--- config.mk ---
export PLATFORM = sky130hd
export DESIGN_NAME = rational_multiply_reduce_unit
export DESIGN_NICKNAME = d
export VERILOG_FILES = /design/src/rmr_pkg.sv /design/src/rmr_divider.sv /design/src/rational_multiply_reduce_unit.sv
export SDC_FILE = /design/constraint.sdc
export NUM_CORES = 2
export LEC_CHECK = 0
export ABC_AREA = 0
export BUFFER_PORTS_ARGS = -buffer_cell sky130_fd_sc_hd__buf_2
export CORE_MARGIN = 4
export CORE_UTILIZATION = 51
export CTS_CLUSTER_DIAMETER = 30
export DETAILED_ROUTE_END_ITERATION = 7
export GPL_TIMING_DRIVEN = 0
export PLACE_DENSITY = 0.66
export REMOVE_ABC_BUFFERS = 1
export SETUP_SLACK_MARGIN = 0.2
export SLEW_MARGIN = 5
export SYNTH_ARGS = -nofsm -noshare
export SYNTH_HDL_FRONTEND = slang
export SYNTH_SLANG_ARGS = --single-unit
--- constraint.sdc ---
create_clock -name clk_i -period 31.8 [get_ports clk_i]
set_input_delay 3.18 -clock clk_i [delete_from_list [all_inputs] [get_ports clk_i]]
set_output_delay 3.18 -clock clk_i [all_outputs]
set_load 0.05 [all_outputs]
--- src/rmr_pkg.sv ---
// Package: shared widths, defaults and sequencer states for the rational multiply-reduce unit.
`timescale 1ns / 1ps

package rmr_pkg;

  localparam int unsigned FIELD_W            = 32;
  localparam int unsigned RESULT_W           = 64;
  localparam int unsigned DEF_OPERAND_WIDTH  = 32;

  typedef enum logic [3:0] {
    ST_IDLE,
    ST_MUL_N,
    ST_MUL_D,
    ST_CHECK,
    ST_TWO,
    ST_ODD,
    ST_DN_GO,
    ST_DN_WT,
    ST_DD_GO,
    ST_DD_WT
  } rmr_state_e;

endpackage

--- src/rmr_divider.sv ---
// Restoring divider, one quotient bit per cycle.
`timescale 1ns / 1ps

module rmr_divider #(
  parameter int unsigned PW = 64
) (
  input  logic          clk_i,
  input  logic          rst_ni,
  input  logic          start_i,
  input  logic [PW-1:0] dividend_i,
  input  logic [PW-1:0] divisor_i,
  output logic          done_o,
  output logic [PW-1:0] quotient_o
);

  localparam int unsigned CntW = $clog2(PW + 1);

  logic            run_q, run_d;
  logic            done_q, done_d;
  logic [CntW-1:0] cnt_q, cnt_d;
  logic [PW-1:0]   rem_q, rem_d;
  logic [PW-1:0]   quo_q, quo_d;
  logic [PW:0]     trial;
  logic [PW:0]     diff;
  logic            ge;

  assign trial = {rem_q, quo_q[PW-1]};
  assign diff  = trial - {1'b0, divisor_i};
  assign ge    = trial >= {1'b0, divisor_i};

  always_comb begin
    run_d  = run_q;
    done_d = 1'b0;
    cnt_d  = cnt_q;
    rem_d  = rem_q;
    quo_d  = quo_q;
    if (start_i) begin
      run_d = 1'b1;
      cnt_d = CntW'(PW);
      rem_d = '0;
      quo_d = dividend_i;
    end else if (run_q) begin
      rem_d = ge ? diff[PW-1:0] : trial[PW-1:0];
      quo_d = {quo_q[PW-2:0], ge};
      cnt_d = cnt_q - 1'b1;
      if (cnt_q == CntW'(1)) begin
        run_d  = 1'b0;
        done_d = 1'b1;
      end
    end
  end

  always_ff @(posedge clk_i or negedge rst_ni) begin
    if (!rst_ni) begin
      run_q  <= 1'b0;
      done_q <= 1'b0;
      cnt_q  <= '0;
    end else begin
      run_q  <= run_d;
      done_q <= done_d;
      cnt_q  <= cnt_d;
    end
  end

  always_ff @(posedge clk_i) begin
    rem_q <= rem_d;
    quo_q <= quo_d;
  end

  assign done_o     = done_q;
  assign quotient_o = quo_q;

endmodule

--- src/rational_multiply_reduce_unit.sv ---
// Top level: multiplies two signed fractions and reduces the product to lowest terms.
`timescale 1ns / 1ps

// A transaction is taken when start is high and busy is low; busy then stays high until
// the result is shown. The result appears on prod_num_o/prod_den_o for exactly one
// cycle with done_o high and must be captured then: there is no way to hold it. One shared
// multiplier forms both products, a subtract/compare unit runs a binary GCD (first
// stripping common factors of two, then odd subtract-and-halve steps), and one restoring
// divider produces both quotients at one bit a cycle. When both products are zero the
// result is 0/0 and no division runs; when exactly one of them is zero the GCD loop is
// skipped; otherwise the GCD loop sets the spread in how long an item takes.
module rational_multiply_reduce_unit #(
  parameter int unsigned OPERAND_WIDTH = rmr_pkg::DEF_OPERAND_WIDTH
) (
  input  logic                         clk_i,
  input  logic                         rst_ni,
  input  logic                         start,
  output logic                         busy,
  input  logic [rmr_pkg::FIELD_W-1:0]  a_num_i,
  input  logic [rmr_pkg::FIELD_W-1:0]  a_den_i,
  input  logic [rmr_pkg::FIELD_W-1:0]  b_num_i,
  input  logic [rmr_pkg::FIELD_W-1:0]  b_den_i,
  output logic                         done_o,
  output logic [rmr_pkg::RESULT_W-1:0] prod_num_o,
  output logic [rmr_pkg::RESULT_W-1:0] prod_den_o
);

  import rmr_pkg::*;

  localparam int unsigned W  = OPERAND_WIDTH;
  localparam int unsigned PW = 2 * OPERAND_WIDTH;

  function automatic logic [W-1:0] mag_of(input logic [FIELD_W-1:0] raw);
    logic [W-1:0] v;
    v = raw[W-1:0];
    return v[W-1] ? (~v + 1'b1) : v;
  endfunction

  function automatic logic [RESULT_W-1:0] join_signed(input logic [PW-1:0] mag,
                                                      input logic neg);
    logic [RESULT_W-1:0] m;
    m = RESULT_W'(mag);
    return neg ? (~m + 1'b1) : m;
  endfunction

  rmr_state_e state_q, state_d;

  logic [W-1:0]        ma_q, mb_q, mda_q, mdb_q;
  logic                sn_q, sd_q;
  logic [PW-1:0]       pn_q, pn_d, pd_q, pd_d;
  logic [PW-1:0]       x_q, x_d, y_q, y_d;
  logic                done_q, done_d;
  logic [RESULT_W-1:0] num_q, num_d, den_q, den_d;

  logic [W-1:0]  mul_a, mul_b;
  logic [PW-1:0] mul_p;
  logic          x_gt_y;
  logic [PW-1:0] big, sml;
  logic          accept;
  logic          div_start, div_done;
  logic [PW-1:0] div_dividend, div_quo;

  assign accept = start && (state_q == ST_IDLE);
  assign busy   = (state_q != ST_IDLE);

  assign mul_a = (state_q == ST_MUL_N) ? ma_q : mda_q;
  assign mul_b = (state_q == ST_MUL_N) ? mb_q : mdb_q;
  assign mul_p = PW'(mul_a) * PW'(mul_b);

  assign x_gt_y = x_q > y_q;
  assign big    = x_gt_y ? x_q : y_q;
  assign sml    = x_gt_y ? y_q : x_q;

  rmr_divider #(
    .PW(PW)
  ) u_div (
    .clk_i      (clk_i),
    .rst_ni     (rst_ni),
    .start_i    (div_start),
    .dividend_i (div_dividend),
    .divisor_i  (x_q),
    .done_o     (div_done),
    .quotient_o (div_quo)
  );

  // next state
  always_comb begin
    state_d = state_q;
    unique case (state_q)
      ST_IDLE:  if (start) state_d = ST_MUL_N;
      ST_MUL_N: state_d = ST_MUL_D;
      ST_MUL_D: state_d = ST_CHECK;
      ST_CHECK: begin
        if (pn_q == '0 && pd_q == '0) begin
          state_d = ST_IDLE;
        end else if (pn_q == '0 || pd_q == '0) begin
          state_d = ST_DN_GO;
        end else begin
          state_d = ST_TWO;
        end
      end
      ST_TWO:   if (x_q[0] || y_q[0]) state_d = ST_ODD;
      ST_ODD:   if (x_q == y_q) state_d = ST_DN_GO;
      ST_DN_GO: state_d = ST_DN_WT;
      ST_DN_WT: if (div_done) state_d = ST_DD_GO;
      ST_DD_GO: state_d = ST_DD_WT;
      ST_DD_WT: if (div_done) state_d = ST_IDLE;
      default:  state_d = ST_IDLE;
    endcase
  end

  // outputs and datapath
  always_comb begin
    pn_d         = pn_q;
    pd_d         = pd_q;
    x_d          = x_q;
    y_d          = y_q;
    done_d       = 1'b0;
    num_d        = num_q;
    den_d        = den_q;
    div_start    = 1'b0;
    div_dividend = pn_q;
    unique case (state_q)
      ST_IDLE: ;
      ST_MUL_N: pn_d = mul_p;
      ST_MUL_D: pd_d = mul_p;
      ST_CHECK: begin
        x_d = (pn_q == '0) ? pd_q : pn_q;
        y_d = pd_q;
        if (pn_q == '0 && pd_q == '0) begin
          done_d = 1'b1;
          num_d  = '0;
          den_d  = '0;
        end
      end
      ST_TWO: begin
        if (!(x_q[0] || y_q[0])) begin
          x_d  = x_q >> 1;
          y_d  = y_q >> 1;
          pn_d = pn_q >> 1;
          pd_d = pd_q >> 1;
        end
      end
      ST_ODD: begin
        if (x_q != y_q) begin
          if (!x_q[0]) begin
            x_d = x_q >> 1;
          end else if (!y_q[0]) begin
            y_d = y_q >> 1;
          end else begin
            x_d = big - sml;
            y_d = sml;
          end
        end
      end
      ST_DN_GO: div_start = 1'b1;
      ST_DN_WT: if (div_done) pn_d = div_quo;
      ST_DD_GO: begin
        div_start    = 1'b1;
        div_dividend = pd_q;
      end
      ST_DD_WT: begin
        div_dividend = pd_q;
        if (div_done) begin
          done_d = 1'b1;
          num_d  = join_signed(pn_q, sn_q);
          den_d  = join_signed(div_quo, sd_q);
        end
      end
      default: ;
    endcase
  end

  always_ff @(posedge clk_i or negedge rst_ni) begin
    if (!rst_ni) begin
      state_q <= ST_IDLE;
      done_q  <= 1'b0;
    end else begin
      state_q <= state_d;
      done_q  <= done_d;
    end
  end

  always_ff @(posedge clk_i) begin
    if (accept) begin
      ma_q  <= mag_of(a_num_i);
      mda_q <= mag_of(a_den_i);
      mb_q  <= mag_of(b_num_i);
      mdb_q <= mag_of(b_den_i);
      sn_q  <= a_num_i[W-1] ^ b_num_i[W-1];
      sd_q  <= a_den_i[W-1] ^ b_den_i[W-1];
    end
    pn_q  <= pn_d;
    pd_q  <= pd_d;
    x_q   <= x_d;
    y_q   <= y_d;
    num_q <= num_d;
    den_q <= den_d;
  end

  assign done_o     = done_q;
  assign prod_num_o = num_q;
  assign prod_den_o = den_q;

`ifndef SYNTHESIS
  a_done_idle: assert property (@(posedge clk_i) disable iff (!rst_ni)
    done_o |-> !busy)
    else $error("result shown while still busy");

  a_accept_busy: assert property (@(posedge clk_i) disable iff (!rst_ni)
    (start && !busy) |=> (busy && !done_o))
    else $error("transaction accepted but unit not busy");

  a_odd_nonzero: assert property (@(posedge clk_i) disable iff (!rst_ni)
    (state_q == ST_ODD) |-> (x_q != '0 && y_q != '0))
    else $error("gcd operand reached zero");

  a_zero_reduced: assert property (@(posedge clk_i) disable iff (!rst_ni)
    (done_o && prod_num_o == '0) |->
      (prod_den_o == '0 || prod_den_o == RESULT_W'(1) || prod_den_o == '1))
    else $error("zero numerator not reduced to unit denominator");
`endif

endmodule

==> flow_summary.toml <==
[synth]
yosysSeqAreaShare_pct = 25.4
netlist_area_mm2 = 0.0749
ys_types = 95
yosysTopAreaCellShare_pct = 24.0
synth-edff-count = 578
synth_commonest_cells = "nand2_1, inv_1, nor2_1, fa_1, edfxtp_1"
ys_async_sr_fraction_pct = 2.13
synth.area.top_cells = "fa_1, edfxtp_1, ha_1"
syn-mean-instance-area_um2 = 8.92
yosys_most_used_dff = "edfxtp_1"
yosysMostFrequentCell = "nand2_1"
yosysWarnings = 0
synth_cells = 8394
synth_seq_cells = 656
synth_top_area_cell = "fa_1"

[sta]
tightest_slew_ns = 1.32
clock_skew_ns = 0.111
finalCriticalPeriod_ns = 13.36
setup_tns_ns = 0
slew_headroom_pct = 11.5
slew_violations = 0
max_freq_ghz = 0.0748
grt_setup_unrepaired = "no"
setup_viol = 0
finalHoldViolCount = 0
period_share_pct = 42.0

[detailed_routing]
postRouteAntennaNets = 0
wirelength_um = 262000
drt_pre_antenna_iters = 8
wl_per_cell_um = 24.8
drt_first_iter_violations = 5942
viasPerCell = 6.01
drc = 0
vias = 63400

[clock_network]
cts_setup_buffers = 0
clk_path_buf_depth = 3
root_buffer = "clkbuf_16"
numCtsBuffers = 167
clkSinkCount = 656
clkTransAtPathRegs_ns = 0.05
clk-insertion-delay-late_ns = 0.84
cts_tree = "yes"
postCtsHoldBufs = 0
cts_resized = 0
htreeDepth = 4

[cells_and_area]
syn2layout_area_growth_pct = 14.8
layout-drive-gt1-share_pct = 10.0
fillers = 12600
nets = 9918
multi_input_area_mm2 = 0.0510
final-seq-area_mm2 = 0.0190

[placement]
hpwl_um = 207000
numPortBuffers = 260
routabilityCongestion = 0.982

[setup_path]
end_kind = "flop"
crit_arrival_ns = 13.90
crit_path_max_fanout = 39
max_stage_delay_ns = 1.18
critical_path_class = "flop to flop"
cp-start-kind = "flop"
required_ns = 32.33
slowest_stage = "dfrtp_1"
crit_top_cell = "fa_1"

[floorplanning]
chipWidth_um = 391
die-height_um = 391
start_util_pct = 51.4
rows = 140
ios = 261
dieArea_mm2 = 0.153
coreArea_mm2 = 0.146

[grt]
grt_usage_pct = 34.1
grt_pass1_wl_um = 393000
grt_pass1_vias = 64300
overflow = 0
grt_max_degree = 87
antenna_found_initial = 9

[worst_hold_path]
hold_path_class = "flop to flop"

[run]
maxCapViolCount = 0

[status]
status = "finished clean"
## per-layer routing
layer  vias up  part of all wire, %  global-route usage (%)
met5         -                0.052                       0
met4        18                  7.0                    19.8
met3       746                  8.5                    6.56
met2      3123                   46                    55.5
met1     31400                   38                    42.4
li1      28100                    -                       -
## metrics by stage
| step | area [µm²] | utilization (%) | cells | hold slack, ns | setup slack (ns) |
|---|---|---|---|---|---|
| final | 86000 | 59.0 | 10500 | 0.481 | 18.44 |
| after global routing | 86000 | 59.0 | 10500 | 0.502 | 17.84 |
| after CTS | 86000 | 59.0 | 10500 | 0.484 | 18.65 |
| after detailed placement | 80200 | 55.1 | 10200 | 0.477 | 18.66 |
| after global placement | 76800 | 52.7 | 10100 | 0.471 | 9.97 |
| after floorplan | 73100 | - | 7934 | 0.439 | 16.81 |
## critical path, delay by kind of cell (launching register included)
| family | cells | cell delay (ns) |
|---|---|---|
| XOR/XNOR | 1 | 0.68 |
| AND/OR/NAND/NOR | 4 | 1.50 |
| buffers and inverters | 8 | 1.46 |
| multiplexers | 1 | 0.73 |
| AO/OA/AOI/OAI | 12 | 3.15 |
| adder cells (fa/ha/maj) | 9 | 4.24 |
| flip-flops | 1 | 1.18 |
## area by class of cell
type | count | area share, %
sequential | 656 | 22.1
clock buffer | 187 | 4.96
inverter | 1049 | 4.58
antenna | 1 | 0.00291
multi-input combinational | 6229 | 59.3
clock inverter | 122 | 1.72
timing repair buffer | 384 | 4.52
tap | 1917 | 2.79
## layout by cell type, fill, tap and decap left out, types with 18 or more instances in the layout
master	Yosys	routed
a22oi_1	58	58
clkinv_1	0	20
clkinv_2	0	27
o41ai_1	36	36
o31ai_1	84	84
nor2b_1	27	27
a221oi_1	18	18
mux2i_1	178	118
dfxtp_1	64	64
or3_1	41	41
o21ai_0	396	396
clkbuf_16	0	167
o221ai_1	52	52
xnor2_1	224	224
mux2_2	68	68
inv_1	1049	1048
clkbuf_1	382	19
and3_1	25	24
or4_1	40	40
mux2i_4	0	53
buf_2	33	260
buf_12	0	34
nand4_1	58	58
nand3_1	71	71
nand2_1	1326	1323
edfxtp_1	578	578
nor3_1	69	68
and2_1	26	25
fa_1	897	897
a21oi_1	463	461
o21a_1	33	33
buf_16	0	55
nor4_1	42	40
a21o_1	91	89
a31oi_1	93	91
ha_1	403	403
nand2b_1	41	40
nor2_1	952	944
xor2_1	186	186
o21bai_1	34	34
## kinds of logic (layout without fill, tap and decap cells)
| logic type | count (synthesis) | after routing | share of synthesized area (%) |
|---|---|---|---|
| other | 0 | 1 | 0 |
| muxes | 246 | 246 | 3.40 |
| xor gates and xnor gates | 410 | 410 | 4.79 |
| DFF | 656 | 656 | 25.4 |
| AOI/OAI and AO/OA | 1490 | 1490 | 12.3 |
| buffers and inverters | 1509 | 1742 | 7.69 |
| and+or+nand+nor | 2783 | 2783 | 15.7 |
| adders and majority gates | 1300 | 1300 | 30.7 |
## worst paths after layout
path                                        startpoint                           to  slack [ns]  depth (start not counted)
min in group asynchronous                       rst_ni       u_div.done_o$_DFF_PN0_        2.27                          1
max in group asynchronous                       rst_ni       state_q[0]$_DFFE_PN0P_       29.21                          1
max reg2reg                     state_q[0]$_DFFE_PN0P_           pn_q[60]$_DFFE_PP_       18.44                         35
min                        u_div.rem_q[4]$_SDFFE_PN0P_  u_div.rem_q[4]$_SDFFE_PN0P_        0.48                          2
max                             state_q[0]$_DFFE_PN0P_           pn_q[60]$_DFFE_PP_       18.44                         35
min reg2reg                u_div.rem_q[4]$_SDFFE_PN0P_  u_div.rem_q[4]$_SDFFE_PN0P_        0.48                          2
## registers in the layout, indices dropped and copies added (netlist names), 4 cells and up
register / count
prod_den_o: 64
u_div.rem_q: 64
u_div.quotient_o: 64
pd_q: 64
state_q: 4
mdb_q: 32
mda_q: 32
pn_q: 64
ma_q: 32
y_q: 64
mb_q: 32
u_div.cnt_q: 7
x_q: 64
prod_num_o: 64
Power is not shown: default switching activity piles up to over one toggle a cycle in this logic, so the estimate is an artifact.
